**src/sv/gtl_pkg.sv**
```systemverilog
package gtl_pkg;

  localparam int COORD_BITS_DEF = 16;

  localparam int CFG_IDX_W  = 3;
  localparam int CFG_DATA_W = 16;
  localparam int SIZE_W     = 6;
  localparam int BYTE_W     = 8;
  localparam int POS_W      = 16;
  localparam int OFF_W      = 22;
  localparam int IDX_W      = 15;
  localparam int GB_W       = 8;

  localparam logic [CFG_IDX_W-1:0] REG_ORIGIN_X    = 3'd0;
  localparam logic [CFG_IDX_W-1:0] REG_ORIGIN_Y    = 3'd1;
  localparam logic [CFG_IDX_W-1:0] REG_AREA_WIDTH  = 3'd2;
  localparam logic [CFG_IDX_W-1:0] REG_AREA_HEIGHT = 3'd3;
  localparam logic [CFG_IDX_W-1:0] REG_FONT_SIZE   = 3'd4;
  localparam logic [CFG_IDX_W-1:0] REG_DRAW_MODE   = 3'd5;
  localparam logic [CFG_IDX_W-1:0] REG_TEXT_COLOR  = 3'd6;

  localparam int AREA_WIDTH_RST  = 320;
  localparam int AREA_HEIGHT_RST = 240;
  localparam logic [SIZE_W-1:0] FONT_SIZE_RST = 6'd16;

  localparam logic [BYTE_W-1:0] LEAD_MIN      = 8'h81;
  localparam logic [BYTE_W-1:0] TRAIL_MIN     = 8'h40;
  localparam logic [BYTE_W-1:0] TRAIL_SPLIT   = 8'h7f;
  localparam logic [BYTE_W-1:0] TRAIL_HI_BASE = 8'h41;
  localparam logic [BYTE_W-1:0] BYTE_BAD      = 8'hff;
  localparam logic [BYTE_W-1:0] BYTE_CR       = 8'd13;
  localparam logic [BYTE_W-1:0] BYTE_END      = 8'd0;
  localparam logic [BYTE_W-1:0] ROW_STRIDE    = 8'd190;

  typedef enum logic [1:0] {
    KIND_ASCII = 2'd0,
    KIND_FONT  = 2'd1,
    KIND_BLANK = 2'd2
  } kind_t;

  typedef struct packed {
    logic capture;
    logic halt;
    logic clr_skip;
    logic hold_lead;
    logic hanzi_sel;
    logic wrap;
    logic place;
    logic mul;
    logic load_out;
  } gtl_cmd_t;

  typedef struct packed {
    logic halted;
    logic zero;
    logic skip;
    logic lead;
    logic high;
    logic cr;
    logic stop;
    logic shown;
    logic blank;
  } gtl_status_t;

  // glyph bitmap size in bytes, zero where the font has no glyphs
  function automatic logic [GB_W-1:0] glyph_bytes(input logic [SIZE_W-1:0] size);
    logic [GB_W-1:0] r;
    unique case (size)
      6'd12:   r = 8'd24;
      6'd16:   r = 8'd32;
      6'd24:   r = 8'd72;
      6'd32:   r = 8'd128;
      default: r = 8'd0;
    endcase
    return r;
  endfunction

endpackage

```
**src/sv/gtl_in_if.sv**
```systemverilog
interface gtl_in_if;
  logic                         valid;
  logic                         ready;
  logic [gtl_pkg::BYTE_W-1:0]   byte_value;
  logic                         first_byte;

  modport source (output valid, output byte_value, output first_byte, input ready);
  modport sink   (input valid, input byte_value, input first_byte, output ready);
endinterface

```
**src/sv/gtl_out_if.sv**
```systemverilog
interface gtl_out_if;
  logic                         valid;
  logic                         ready;
  logic [1:0]                   draw_kind;
  logic [gtl_pkg::POS_W-1:0]    pos_x;
  logic [gtl_pkg::POS_W-1:0]    pos_y;
  logic [gtl_pkg::BYTE_W-1:0]   char_code;
  logic [gtl_pkg::OFF_W-1:0]    font_offset;

  modport source (output valid, output draw_kind, output pos_x, output pos_y,
                  output char_code, output font_offset, input ready);
  modport sink   (input valid, input draw_kind, input pos_x, input pos_y,
                  input char_code, input font_offset, output ready);
endinterface

```
**src/sv/gtl_ctrl.sv**
```systemverilog
module gtl_ctrl (
  input  logic                 clk,
  input  logic                 rst_n,
  input  logic                 in_valid,
  output logic                 in_ready,
  output logic                 out_valid,
  input  logic                 out_ready,
  input  gtl_pkg::gtl_status_t st,
  output gtl_pkg::gtl_cmd_t    cmd
);

  typedef enum logic [2:0] {
    S_IDLE,
    S_CLASS,
    S_STOP,
    S_MUL,
    S_EMIT
  } state_t;

  state_t state_r, state_nxt;
  logic   hanzi_r, hanzi_nxt;
  logic   out_valid_r, out_valid_nxt;

  assign in_ready  = (state_r == S_IDLE);
  assign out_valid = out_valid_r;

  always_comb begin
    state_nxt     = state_r;
    hanzi_nxt     = hanzi_r;
    cmd           = '0;
    out_valid_nxt = out_valid_r && !out_ready;
    unique case (state_r)
      S_IDLE: begin
        if (in_valid) begin
          cmd.capture = 1'b1;
          state_nxt   = S_CLASS;
        end
      end
      S_CLASS: begin
        state_nxt = S_IDLE;
        priority if (st.halted) begin
        end else if (st.zero) begin
          cmd.halt = 1'b1;
        end else if (st.skip) begin
          cmd.clr_skip = 1'b1;
        end else if (st.lead) begin
          cmd.wrap      = 1'b1;
          cmd.hanzi_sel = 1'b1;
          hanzi_nxt     = 1'b1;
          state_nxt     = S_STOP;
        end else if (st.high) begin
          cmd.hold_lead = 1'b1;
        end else begin
          cmd.wrap  = 1'b1;
          hanzi_nxt = 1'b0;
          state_nxt = S_STOP;
        end
      end
      S_STOP: begin
        cmd.hanzi_sel = hanzi_r;
        state_nxt     = S_IDLE;
        if (st.stop) begin
          cmd.halt = 1'b1;
        end else begin
          cmd.place = 1'b1;
          if (hanzi_r) begin
            if (st.shown) state_nxt = st.blank ? S_EMIT : S_MUL;
          end else if (!st.cr) begin
            state_nxt = S_EMIT;
          end
        end
      end
      S_MUL: begin
        cmd.mul   = 1'b1;
        state_nxt = S_EMIT;
      end
      S_EMIT: begin
        if (!out_valid_r || out_ready) begin
          cmd.load_out  = 1'b1;
          out_valid_nxt = 1'b1;
          state_nxt     = S_IDLE;
        end
      end
      default: state_nxt = S_IDLE;
    endcase
  end

  always_ff @(posedge clk) begin
    if (!rst_n) begin
      state_r     <= S_IDLE;
      hanzi_r     <= 1'b0;
      out_valid_r <= 1'b0;
    end else begin
      state_r     <= state_nxt;
      hanzi_r     <= hanzi_nxt;
      out_valid_r <= out_valid_nxt;
    end
  end

endmodule

```
**src/sv/gtl_dp.sv**
```systemverilog
module gtl_dp #(
  parameter int COORD_BITS = gtl_pkg::COORD_BITS_DEF
) (
  input  logic                            clk,
  input  logic                            rst_n,
  input  logic                            cfg_we,
  input  logic [gtl_pkg::CFG_IDX_W-1:0]   cfg_idx,
  input  logic [gtl_pkg::CFG_DATA_W-1:0]  cfg_data,
  input  logic [gtl_pkg::BYTE_W-1:0]      in_byte,
  input  logic                            in_first,
  input  gtl_pkg::gtl_cmd_t               cmd,
  output gtl_pkg::gtl_status_t            st,
  output logic [1:0]                      out_kind,
  output logic [gtl_pkg::POS_W-1:0]       out_x,
  output logic [gtl_pkg::POS_W-1:0]       out_y,
  output logic [gtl_pkg::BYTE_W-1:0]      out_code,
  output logic [gtl_pkg::OFF_W-1:0]       out_off
);

  localparam int CB = COORD_BITS;
  localparam int CW = COORD_BITS + 1;

  logic [CB-1:0] ox_r, oy_r, aw_r, ah_r;
  logic [gtl_pkg::SIZE_W-1:0] size_r;

  logic [CB-1:0] cx_r, cx_nxt, cy_r, cy_nxt;
  logic [gtl_pkg::BYTE_W-1:0] byte_r, byte_nxt, lead_r, lead_nxt;
  logic lead_pend_r, lead_pend_nxt, skip_r, skip_nxt, halted_r, halted_nxt;

  logic [1:0]                 res_kind_r, res_kind_nxt;
  logic [CB-1:0]              res_x_r, res_x_nxt, res_y_r, res_y_nxt;
  logic [gtl_pkg::BYTE_W-1:0] res_code_r, res_code_nxt;
  logic [gtl_pkg::IDX_W-1:0]  idx_r, idx_nxt;
  logic [gtl_pkg::OFF_W-1:0]  res_off_r, res_off_nxt;

  logic [1:0]                 out_kind_r;
  logic [CB-1:0]              out_x_r, out_y_r;
  logic [gtl_pkg::BYTE_W-1:0] out_code_r;
  logic [gtl_pkg::OFF_W-1:0]  out_off_r;

  logic [gtl_pkg::SIZE_W-1:0] half, adv;
  logic [gtl_pkg::BYTE_W-1:0] row, col;
  logic                       wrap_hit, blank;

  assign half = size_r >> 1;
  assign adv  = cmd.hanzi_sel ? size_r : half;
  assign wrap_hit = ({1'b0, cx_r} + CW'(adv)) > ({1'b0, ox_r} + {1'b0, aw_r});
  assign blank = (lead_r < gtl_pkg::LEAD_MIN) || (byte_r < gtl_pkg::TRAIL_MIN) ||
                 (byte_r == gtl_pkg::BYTE_BAD) || (lead_r == gtl_pkg::BYTE_BAD);
  assign row = lead_r - gtl_pkg::LEAD_MIN;
  assign col = (byte_r < gtl_pkg::TRAIL_SPLIT) ? (byte_r - gtl_pkg::TRAIL_MIN)
                                               : (byte_r - gtl_pkg::TRAIL_HI_BASE);

  always_comb begin
    st.halted = halted_r;
    st.zero   = (byte_r == gtl_pkg::BYTE_END);
    st.skip   = skip_r;
    st.lead   = lead_pend_r;
    st.high   = (byte_r >= gtl_pkg::LEAD_MIN);
    st.cr     = (byte_r == gtl_pkg::BYTE_CR);
    st.stop   = ({1'b0, cy_r} + CW'(size_r)) > ({1'b0, oy_r} + {1'b0, ah_r});
    st.shown  = (gtl_pkg::glyph_bytes(size_r) != '0);
    st.blank  = blank;
  end

  always_comb begin
    cx_nxt        = cx_r;
    cy_nxt        = cy_r;
    byte_nxt      = byte_r;
    lead_nxt      = lead_r;
    lead_pend_nxt = lead_pend_r;
    skip_nxt      = skip_r;
    halted_nxt    = halted_r;
    res_kind_nxt  = res_kind_r;
    res_x_nxt     = res_x_r;
    res_y_nxt     = res_y_r;
    res_code_nxt  = res_code_r;
    idx_nxt       = idx_r;
    res_off_nxt   = res_off_r;

    if (cmd.capture) begin
      byte_nxt = in_byte;
      if (in_first) begin
        cx_nxt        = ox_r;
        cy_nxt        = oy_r;
        lead_pend_nxt = 1'b0;
        skip_nxt      = 1'b0;
        halted_nxt    = 1'b0;
      end
    end
    if (cmd.halt) begin
      halted_nxt    = 1'b1;
      lead_pend_nxt = 1'b0;
      skip_nxt      = 1'b0;
    end
    if (cmd.clr_skip) skip_nxt = 1'b0;
    if (cmd.hold_lead) begin
      lead_nxt      = byte_r;
      lead_pend_nxt = 1'b1;
    end
    if (cmd.wrap) begin
      if (cmd.hanzi_sel) lead_pend_nxt = 1'b0;
      if (wrap_hit) begin
        cy_nxt = cy_r + CB'(size_r);
        cx_nxt = ox_r;
      end
    end
    if (cmd.place) begin
      res_x_nxt   = cx_r;
      res_y_nxt   = cy_r;
      res_off_nxt = '0;
      if (cmd.hanzi_sel) begin
        res_kind_nxt = blank ? gtl_pkg::KIND_BLANK : gtl_pkg::KIND_FONT;
        res_code_nxt = '0;
        idx_nxt      = gtl_pkg::IDX_W'(row) * gtl_pkg::IDX_W'(gtl_pkg::ROW_STRIDE) +
                       gtl_pkg::IDX_W'(col);
        cx_nxt       = cx_r + CB'(size_r);
      end else if (byte_r == gtl_pkg::BYTE_CR) begin
        cy_nxt   = cy_r + CB'(size_r);
        cx_nxt   = ox_r + CB'(half);
        skip_nxt = 1'b1;
      end else begin
        res_kind_nxt = gtl_pkg::KIND_ASCII;
        res_code_nxt = byte_r;
        cx_nxt       = cx_r + CB'(half);
      end
    end
    if (cmd.mul) begin
      res_off_nxt = gtl_pkg::OFF_W'(idx_r) *
                    gtl_pkg::OFF_W'(gtl_pkg::glyph_bytes(size_r));
    end
  end

  always_ff @(posedge clk) begin
    if (!rst_n) begin
      ox_r        <= '0;
      oy_r        <= '0;
      aw_r        <= CB'(gtl_pkg::AREA_WIDTH_RST);
      ah_r        <= CB'(gtl_pkg::AREA_HEIGHT_RST);
      size_r      <= gtl_pkg::FONT_SIZE_RST;
      cx_r        <= '0;
      cy_r        <= '0;
      lead_r      <= '0;
      lead_pend_r <= 1'b0;
      skip_r      <= 1'b0;
      halted_r    <= 1'b1;
    end else begin
      if (cfg_we) begin
        // draw mode and colour belong to the pixel drawer
        unique case (cfg_idx)
          gtl_pkg::REG_ORIGIN_X:    ox_r   <= cfg_data[CB-1:0];
          gtl_pkg::REG_ORIGIN_Y:    oy_r   <= cfg_data[CB-1:0];
          gtl_pkg::REG_AREA_WIDTH:  aw_r   <= cfg_data[CB-1:0];
          gtl_pkg::REG_AREA_HEIGHT: ah_r   <= cfg_data[CB-1:0];
          gtl_pkg::REG_FONT_SIZE:   size_r <= cfg_data[gtl_pkg::SIZE_W-1:0];
          default: ;
        endcase
      end
      cx_r        <= cx_nxt;
      cy_r        <= cy_nxt;
      lead_r      <= lead_nxt;
      lead_pend_r <= lead_pend_nxt;
      skip_r      <= skip_nxt;
      halted_r    <= halted_nxt;
    end
  end

  always_ff @(posedge clk) begin
    byte_r     <= byte_nxt;
    res_kind_r <= res_kind_nxt;
    res_x_r    <= res_x_nxt;
    res_y_r    <= res_y_nxt;
    res_code_r <= res_code_nxt;
    idx_r      <= idx_nxt;
    res_off_r  <= res_off_nxt;
    if (cmd.load_out) begin
      out_kind_r <= res_kind_r;
      out_x_r    <= res_x_r;
      out_y_r    <= res_y_r;
      out_code_r <= res_code_r;
      out_off_r  <= res_off_r;
    end
  end

  assign out_kind = out_kind_r;
  assign out_x    = gtl_pkg::POS_W'(out_x_r);
  assign out_y    = gtl_pkg::POS_W'(out_y_r);
  assign out_code = out_code_r;
  assign out_off  = out_off_r;

endmodule

```
**src/sv/gbk_text_layout_engine.sv**
```systemverilog
// channel  dir  handshake           word
// in_ch    in   valid/ready         byte_value[7:0], first_byte
// out_ch   out  valid/ready         draw_kind[1:0], pos_x, pos_y, char_code, font_offset
// cfg_*    in   cfg_we, no stall    cfg_idx[2:0], cfg_data[15:0]
//
// The sequencer captures and decodes a byte; a lead byte, a dropped byte, a
// byte of a halted string or the end of string ends there. A carriage return,
// a hanzi that is not drawn or a glyph past the area bottom ends after the
// wrap/stop test; an ascii or blank glyph then gets output load, a font glyph offset multiply and load.
// The output register frees the input side: a new byte is taken while a word
// waits; a glyph stalls only in its load cycle while the previous word is held.
// rst_n is synchronous; no memory to clear.
module gbk_text_layout_engine #(
  parameter int COORD_BITS = gtl_pkg::COORD_BITS_DEF
) (
  input  logic                           clk,
  input  logic                           rst_n,
  gtl_in_if.sink                         in_ch,
  gtl_out_if.source                      out_ch,
  input  logic                           cfg_we,
  input  logic [gtl_pkg::CFG_IDX_W-1:0]  cfg_idx,
  input  logic [gtl_pkg::CFG_DATA_W-1:0] cfg_data
);

  gtl_pkg::gtl_cmd_t    cmd;
  gtl_pkg::gtl_status_t st;
  logic                 in_ready;
  logic                 out_valid;

  gtl_ctrl u_ctrl (
    .clk       (clk),
    .rst_n     (rst_n),
    .in_valid  (in_ch.valid),
    .in_ready  (in_ready),
    .out_valid (out_valid),
    .out_ready (out_ch.ready),
    .st        (st),
    .cmd       (cmd)
  );

  gtl_dp #(
    .COORD_BITS (COORD_BITS)
  ) u_dp (
    .clk      (clk),
    .rst_n    (rst_n),
    .cfg_we   (cfg_we),
    .cfg_idx  (cfg_idx),
    .cfg_data (cfg_data),
    .in_byte  (in_ch.byte_value),
    .in_first (in_ch.first_byte),
    .cmd      (cmd),
    .st       (st),
    .out_kind (out_ch.draw_kind),
    .out_x    (out_ch.pos_x),
    .out_y    (out_ch.pos_y),
    .out_code (out_ch.char_code),
    .out_off  (out_ch.font_offset)
  );

  assign in_ch.ready  = in_ready;
  assign out_ch.valid = out_valid;

  a_load_free: assert property (@(posedge clk) disable iff (!rst_n)
    cmd.load_out |-> (!out_valid || out_ch.ready))
    else $error("output register overwritten while held");

  a_one_word: assert property (@(posedge clk) disable iff (!rst_n)
    (in_ch.valid && in_ready) |=> !in_ready)
    else $error("second word taken while one is in progress");

  a_halt: assert property (@(posedge clk) disable iff (!rst_n)
    cmd.halt |=> (st.halted && !st.lead && !st.skip))
    else $error("halt left string state behind");

  a_kind: assert property (@(posedge clk) disable iff (!rst_n)
    out_valid |-> (out_ch.draw_kind == gtl_pkg::KIND_ASCII ||
                   out_ch.draw_kind == gtl_pkg::KIND_FONT ||
                   out_ch.draw_kind == gtl_pkg::KIND_BLANK))
    else $error("undefined draw kind");

endmodule
```
**src/flat_wrapper.sv**
```systemverilog
// flat-port wrapper written by rule: the top's interface ports become plain ports
module gbk_text_layout_engine_flat 
#(
  parameter int COORD_BITS = gtl_pkg::COORD_BITS_DEF
)
  (clk, rst_n, cfg_we, cfg_idx, cfg_data, in_ch_valid, in_ch_byte_value, in_ch_first_byte, in_ch_ready, out_ch_valid, out_ch_draw_kind, out_ch_pos_x, out_ch_pos_y, out_ch_char_code, out_ch_font_offset, out_ch_ready);
  gtl_in_if in_ch_i ();
  gtl_out_if out_ch_i ();
  input  logic clk;
  input  logic rst_n;
  input  logic cfg_we;
  input  logic [gtl_pkg::CFG_IDX_W-1:0] cfg_idx;
  input  logic [gtl_pkg::CFG_DATA_W-1:0] cfg_data;
  input wire logic [$bits(in_ch_i.valid)-1:0] in_ch_valid;
  input wire logic [$bits(in_ch_i.byte_value)-1:0] in_ch_byte_value;
  input wire logic [$bits(in_ch_i.first_byte)-1:0] in_ch_first_byte;
  output wire logic [$bits(in_ch_i.ready)-1:0] in_ch_ready;
  output wire logic [$bits(out_ch_i.valid)-1:0] out_ch_valid;
  output wire logic [$bits(out_ch_i.draw_kind)-1:0] out_ch_draw_kind;
  output wire logic [$bits(out_ch_i.pos_x)-1:0] out_ch_pos_x;
  output wire logic [$bits(out_ch_i.pos_y)-1:0] out_ch_pos_y;
  output wire logic [$bits(out_ch_i.char_code)-1:0] out_ch_char_code;
  output wire logic [$bits(out_ch_i.font_offset)-1:0] out_ch_font_offset;
  input wire logic [$bits(out_ch_i.ready)-1:0] out_ch_ready;
  assign in_ch_i.valid = in_ch_valid;
  assign in_ch_i.byte_value = in_ch_byte_value;
  assign in_ch_i.first_byte = in_ch_first_byte;
  assign in_ch_ready = in_ch_i.ready;
  assign out_ch_valid = out_ch_i.valid;
  assign out_ch_draw_kind = out_ch_i.draw_kind;
  assign out_ch_pos_x = out_ch_i.pos_x;
  assign out_ch_pos_y = out_ch_i.pos_y;
  assign out_ch_char_code = out_ch_i.char_code;
  assign out_ch_font_offset = out_ch_i.font_offset;
  assign out_ch_i.ready = out_ch_ready;
  gbk_text_layout_engine #(.COORD_BITS(COORD_BITS)) u_core (.clk(clk), .rst_n(rst_n), .in_ch(in_ch_i), .out_ch(out_ch_i), .cfg_we(cfg_we), .cfg_idx(cfg_idx), .cfg_data(cfg_data));
endmodule
```
**config.mk**
```make
export PLATFORM = sky130hd
export DESIGN_NAME = gbk_text_layout_engine_flat
export DESIGN_NICKNAME = d
export VERILOG_FILES = /design/src/sv/gtl_pkg.sv /design/src/sv/gtl_in_if.sv /design/src/sv/gtl_out_if.sv /design/src/sv/gtl_ctrl.sv /design/src/sv/gtl_dp.sv /design/src/sv/gbk_text_layout_engine.sv /design/src/flat_wrapper.sv
export SDC_FILE = /design/constraint.sdc
export NUM_CORES = 1
export LEC_CHECK = 0
export BUFFER_PORTS_ARGS = -buffer_cell sky130_fd_sc_hd__buf_2
export CORE_MARGIN = 4
export CORE_UTILIZATION = 45
export CTS_BUF_LIST = sky130_fd_sc_hd__clkbuf_4
export DETAILED_ROUTE_END_ITERATION = 6
export PLACE_DENSITY = 0.59
export SETUP_SLACK_MARGIN = 0.1
export SLEW_MARGIN = 20
export SYNTH_ARGS = -nofsm -noshare
export SYNTH_HDL_FRONTEND = slang
export SYNTH_SLANG_ARGS = --single-unit
```
**constraint.sdc**
```tcl
create_clock -name clk -period 7.9 [get_ports clk]
set_input_delay 0.79 -clock clk [delete_from_list [all_inputs] [get_ports clk]]
set_output_delay 0.79 -clock clk [all_outputs]
set_load 0.02 [all_outputs]
```
==> impl_metrics.ini, run 1 <==
[run_status]
status = complete, no violations

[sta]
rsz0062_at_grt = false
setup_slack_ps = 1230
clock_skew_ps = 78.6
hold_viol = 0
slew_headroom_pct = 25.8
worst_slew_pin_slew_ps = 1110
fmax_ghz = 0.150
fin_crit_ps = 6670
slew_violations = 0
tns_ps = 0
period_share_pct = 84.5
setup_viol = 0

[yosys]
synth_top_cell_area_share_pct = 24.5
yosys_most_used_dff = edfxtp_1
synth_cell_types = 73
yosysTopAreaCell = edfxtp_1
synth_edf_count = 145
synth_seq_cells = 263
syn_area_mm2 = 0.0177
ys_seq_area_share_pct = 37.8
ys_warn_count = 0
synthesis.area_per_instance_um2 = 9.71
synth-async-reset-ratio_pct = 0
synth_top_cells_by_area = edfxtp_1 (25%), ha_1 (14%), dfxtp_1 (13%), fa_1 (7.4%), nand2_1 (5.7%)
synth_cells = 1827

[setup_path]
worstSetupEndpointType = register
cp.buffers_inverters = 1
critPathMostFrequentCell = fa_1
crit_chain = nand2b_1 > nor4_1 > and2_0 > nand2_1 > fa_1 > fa_1 > fa_1 > inv_1 > ha_1 > ha_1 > fa_1 > a211oi_1 > o21bai_1 > a31oi_1 > o21ai_0 > o41ai_1 > o21ai_0 > xnor2_1 > nor2_1
crit_type = reg -> reg
cp_max_fo = 14
slowest_delay_ps = 700
arrival_ps = 7100
slowest_stage = and2_0
required_ps = 8330
cp-start-kind = register
path_delay_family = adder cells

[floorplanning]
core_mm2 = 0.0388
die_w_um = 207
die-area_mm2 = 0.0427
die_h_um = 207
num_rows = 72
io_pins = 99
start_util_pct = 45.7

[clock_network]
cts_tree = done
cts.clk_slew.worst_paths_ps = 60
cts_num_sinks = 263
cts_setup_buffers = 0
hold_buffers = 0
cts_resized = 0
clockRootBuffer = clkbuf_4
clockBufferDepth = 3
cts_buffers = 73
htree_levels = 3
clock_latency_ps = 770

[place]
place_congestion = 0.917
dp_hpwl_um = 31300
port_buffers = 95
preCtsSetupSlack_ps = 1290

[detailed_routing]
ant_nets = 0
vias = 13300
dr_wl_met3_um = 2200
wl_met1_um = 19900
finalWirelength_um = 41200
first_pass_iters = 5
via_per_inst = 5.28
top_layer = met5
met2_length_um = 18300
drc = 0
drt_iter0_markers = 725
post_drt_wl_per_cell_um = 16.3

[global_route]
grt_pass1_vias = 13300
grt_overflow = 0
antenna_found_initial = 3
grt_max_degree = 66
grt_first_pass_wirelength_um = 67800
grt_use_total_pct = 19.7

[layout]
multiInputGateArea_mm2 = 0.0103
nets = 2238
drive_above_1_share_pct = 13.1
regArea_mm2 = 0.00672
fillers = 3607
area_growth_syn_to_layout_pct = 11.3

[pwr]
p_per_area_mw_per_mm2 = 186
ir_worst_vdd_uv = 128
p_leak_nw = 8.67

[job]
max_cap_viol_count = 0

[min_path]
min_path_type = in -> reg
flip-flops by register name, summed over array words and instances (netlist names), 15 cells and up:
signal                 count
u_core.u_dp.res_off_r     19
u_core.u_dp.out_y         16
u_core.u_dp.res_x_r       16
u_core.u_dp.aw_r          16
u_core.u_dp.out_x         16
u_core.u_dp.ah_r          16
u_core.u_dp.res_y_r       16
u_core.u_dp.out_off       19
u_core.u_dp.ox_r          16
u_core.u_dp.idx_r         15
u_core.u_dp.oy_r          16
u_core.u_dp.cx_r          16
u_core.u_dp.cy_r          16
routing by layer:
metal	vias to the layer above	GRT usage (%)
met5	-	0
met4	2	6.01
met3	72	4.25
met2	275	30.5
met1	6321	27.8
li1	6651	-
per-stage QoR:
step | total power, mW | util [%] | cell area (µm²) | cells | hold slack [ps]
finish | 3.66 | 50.9 | 19700 | 2523 | 237
detailed placement | 2.32 | 48.2 | 18700 | 2389 | 405
CTS | 3.72 | 50.8 | 19700 | 2519 | 160
global route | 3.91 | 50.9 | 19700 | 2523 | 151
global placement | 2.30 | 48.2 | 18700 | 2389 | 401
floorplan | 2.15 | - | 17800 | 1829 | 400
cells by family after synthesis:
logic type                 synth area share, %
muxes                                     2.70
xor gates and xnor gates                  6.27
other                                   0.0211
DFF                                       37.8
AOI/OAI and AO/OA                         12.0
adders and majority gates                 21.1
buffers and inverters                     4.19
and+or+nand+nor                           15.9
synthesized netlist by cell type, types with 9 or more instances:
master    number
nand4_1       13
xor2_1        45
dfxtp_1      118
xnor2_1       82
o21ai_0       48
nand3_1       51
a31oi_1        9
clkbuf_1      51
and2_1        37
inv_1        121
nor3_1        25
nand2b_1      21
edfxtp_1     145
a311oi_2       9
nor2b_1       13
and3_1        16
nand2_1      270
o21bai_1      10
nor2_1       130
ha_1         193
a211oi_1      13
fa_1          66
mux2i_1       40
a21o_1        35
a21oi_1      128
cell type report:
cell class	instances	share of cell area [%]
Multi-Input combinational cell	1378	52.2
Sequential cell	263	34.0
Clock buffer	105	3.99
Tap cell	518	3.28
Timing Repair Buffer	109	2.94
Inverter	121	2.30
Clock inverter	25	1.21
Antenna cell	4	0.0507
where the power goes:
part | total [mW] | switching [mW] | internal (mW)
registers | 1.51 | 0.0201 | 1.49
clock network | 1.37 | 0.594 | 0.778
logic | 0.787 | 0.446 | 0.341
cell usage in the layout, fill, tap and decap left out, drive strengths merged, types with 6 or more instances in the layout:
| master | n |
|---|---|
| or3 | 8 |
| a211oi | 13 |
| clkbuf | 105 |
| a31oi | 9 |
| nor4 | 7 |
| nor2b | 13 |
| o21ai | 48 |
| buf | 109 |
| and3 | 16 |
| xnor2 | 82 |
| and2 | 39 |
| o211a | 7 |
| nand2b | 21 |
| dfxtp | 118 |
| clkinv | 16 |
| mux2i | 40 |
| ha | 193 |
| a21oi | 129 |
| inv | 123 |
| nor2 | 131 |
| o32ai | 6 |
| o22ai | 8 |
| nand2 | 270 |
| nand3 | 51 |
| xor2 | 45 |
| a311oi | 10 |
| fa | 66 |
| nand4 | 13 |
| mux2 | 7 |
| nor3 | 25 |
| o21a | 7 |
| edfxtp | 145 |
| a21o | 35 |
| o21bai | 10 |
worst register-to-register path, delay by kind of cell (launching register included):
kind | cells | cell delay, ps
XOR/XNOR | 1 | 170
buffers and inverters | 1 | 40
AO/OA/AOI/OAI | 6 | 1500
flip-flops | 1 | 570
adder cells (fa/ha/maj) | 6 | 2550
AND/OR/NAND/NOR | 5 | 1510
path summary, 6_finish.rpt:
kind | startpoint | end | slack [ps] | depth (start not counted)
worst min register to register | u_core.u_dp.res_y_r[9] | u_core.u_dp.out_y[9] | 400 | 0
worst max register to register | u_core.u_dp.size_r[4] | u_core.u_dp.res_off_r[21] | 1230 | 19
worst min-delay path | in_ch_byte_value[3] | u_core.u_dp.byte_r[3] | 240 | 1
worst max-delay path | u_core.u_dp.size_r[4] | u_core.u_dp.res_off_r[21] | 1230 | 19
(Power assumes the default switching activity.)
==> run 2, diff against run 1 <==
Clock period 7.9 ns to 6.5 ns, I/O delays scaled along.
==> run 2 against run 1 <==
Net effect:
- clock power increased by 19%
- total power increased by 21%
- largest cell class unchanged
- die area unchanged
- critical endpoint unchanged
- sequential power increased by 21%
- hold slack got worse by 160 ps
- critical path depth unchanged
- first-iteration DRC count increased by 8.4%
- sequential share of layout area decreased by 0.24 points
==> impl_metrics.ini, run 2 (synthesized netlist as in run 1, its figures left out) <==
[floorplanning]
core_mm2 = 0.0388
num_rows = 72
start_util_pct = 45.7
die-area_mm2 = 0.0427
die_h_um = 207
io_pins = 99
die_w_um = 207

[min_path]
min_path_type = in -> reg
hold_end = u_core.u_dp.byte_r[1]
hp-start = in_ch_byte_value[1]
min_path_cells = 1

[setup_path]
cp_max_fo = 14
crit_chain = nor4_4 > and2_0 > buf_4 > nand2_1 > fa_1 > fa_1 > fa_1 > inv_1 > ha_1 > ha_1 > fa_1 > a211oi_1 > o21bai_1 > a31oi_1 > o21ai_0 > o41ai_1 > o21ai_0 > xnor2_1 > nor2_1
arrival_ps = 6480
path_delay_family = adder cells
crit_type = reg -> reg
rrSetupSlack_ps = 470
cp-start-kind = register
reg2reg_from = u_core.u_dp.size_r[1]
slowest_delay_ps = 550
required_ps = 6940
ff2ff_path_depth = 19
worstSetupEndpointType = register
critPathMostFrequentCell = fa_1
slowest_stage = fa_1
cp.buffers_inverters = 2
r2r_end = u_core.u_dp.res_off_r[21]

[layout]
final_common_cell = nand2_1
layoutNonFillerInstCount = 2541
drive_above_1_share_pct = 14.2
nets = 2254
mostFrequentLayoutCells = nand2_1 (270), ha_1 (193), edfxtp_1 (145)
area_growth_syn_to_layout_pct = 12.0
final_core_util_pct = 51.2

[clock_network]
cts_buffers = 72
cts_tree = done
cts_num_sinks = 263
htree_levels = 3
clock_latency_ps = 780
clockBufferDepth = 3
cts.clk_slew.worst_paths_ps = 70
clockRootBuffer = clkbuf_4

[global_route]
antenna_found_initial = 2
grt_overflow = 0
grt_max_degree = 64
grt_use_total_pct = 19.6
grt_first_pass_wirelength_um = 67500
grt_pass1_vias = 13100

[pwr]
p_int_mw = 3.13
seqPwrFrac_pct = 41.4
p_leak_nw = 8.74
p_per_area_mw_per_mm2 = 222
p_sw_mw = 1.29
p_sw_share_pct = 29.2
p_comb_share_pct = 21.8
ir_worst_vdd_uv = 135
p_clk_share_pct = 36.8

[sta]
whs_ps = 72.0
worst_slew_pin_slew_ps = 876
period_share_pct = 92.8
slew_violations = 0
fmax_ghz = 0.166
fin_crit_ps = 6030
rsz0062_at_grt = false
hold_viol = 0
tns_ps = 0
setup_viol = 0
slew_headroom_pct = 41.6
clock_skew_ps = 76.2

[place]
port_buffers = 95
dp_hpwl_um = 30900
place_congestion = 0.892
dp.cells = 2404

[detailed_routing]
drt_iter0_markers = 786
drc = 0
ant_nets = 0
first_pass_iters = 5
vias = 13300
finalWirelength_um = 40900
post_drt_wl_per_cell_um = 16.1
via_per_inst = 5.24

[job]
max_cap_viol_count = 0

[run_status]
status = complete, no violations
[run 2: cell count changes in the layout (fill, tap and decap cells not counted), moves of 2 or more]
| cell | delta |
|---|---|
| bufinv_16 | -2 |
| inv_2 | -2 |
| clkinv_2 | -2 |
| buf_4 | +17 |
| clkinv_1 | -2 |
| clkbuf_4 | +7 |
[run 2: stage by stage]
step	total power [mW]	instance area, µm²	setup WS [ps]
2_1_floorplan	2.61	17800	726
3_3_place_gp	2.80	18800	512
3_5_place_dp	2.83	18800	289
4_1_cts	4.50	19800	184
5_1_grt	4.73	19900	101
6_report	4.42	19900	466
[run 2: worst reg2reg max path, cell delays in order, from the launching register on]
cell	delay [ps]
dfxtp_1	460
nor4_4	370
and2_0	170
buf_4	190
nand2_1	110
fa_1	490
fa_1	530
fa_1	560
inv_1	40
ha_1	280
ha_1	240
fa_1	440
a211oi_1	360
o21bai_1	160
a31oi_1	230
o21ai_0	200
o41ai_1	420
o21ai_0	190
xnor2_1	180
nor2_1	50
[run 2: routing by layer]
| layer | GRT usage (%) | up-vias | share of wire, % |
|---|---|---|---|
| met1 | 28.5 | 6248 | 49 |
| met5 | 0 | - | 0 |
| met4 | 6.25 | 0 | 2.0 |
| li1 | - | 6699 | - |
| met2 | 29.5 | 300 | 43 |
| met3 | 3.97 | 71 | 5.5 |
[run 2: power groups by stage]
stage	registers, mW	clock network [mW]	logic [mW]
2_1_floorplan	1.85	0	0.757
5_1_grt	1.83	1.79	1.11
6_report	1.83	1.63	0.965
4_1_cts	1.83	1.69	0.974
3_3_place_gp	1.86	0	0.938
3_5_place_dp	1.86	0	0.966
[run 2: layout make-up]
| cell class | instances | area (µm²) |
|---|---|---|
| flip-flops and latches | 263 | 6720 |
| diodes | 4 | 10.0 |
| well taps | 518 | 648 |
| clock buffers | 112 | 841 |
| clock inverters | 19 | 170 |
| multi-input cells | 1378 | 10300 |
| repair buffers | 126 | 708 |
| inverters | 121 | 454 |
| fillers | 3621 | 18900 |
[run 2: how the worst max path moves through the flow]
stage	start	to	slack, ps	cells past startpoint
global route	u_core.u_dp.size_r[1]	u_core.u_dp.res_off_r[21]	100	19
detailed placement	u_core.u_dp.size_r[1]	u_core.u_dp.res_off_r[21]	290	19
CTS	u_core.u_dp.size_r[1]	u_core.u_dp.res_off_r[21]	180	19
floorplan	u_core.u_dp.size_r[4]	u_core.u_dp.res_off_r[21]	730	20
global placement	u_core.u_dp.size_r[1]	u_core.u_dp.res_off_r[21]	510	19
finish	u_core.u_dp.size_r[1]	u_core.u_dp.res_off_r[21]	470	19
[run 2: timing repair]
action,4_1_cts,5_1_grt
hold endpoints to repair,0,0
setup buffers,0,2
setup endpoints to repair,0,16
gates resized for setup,0,5
hold buffers,0,0
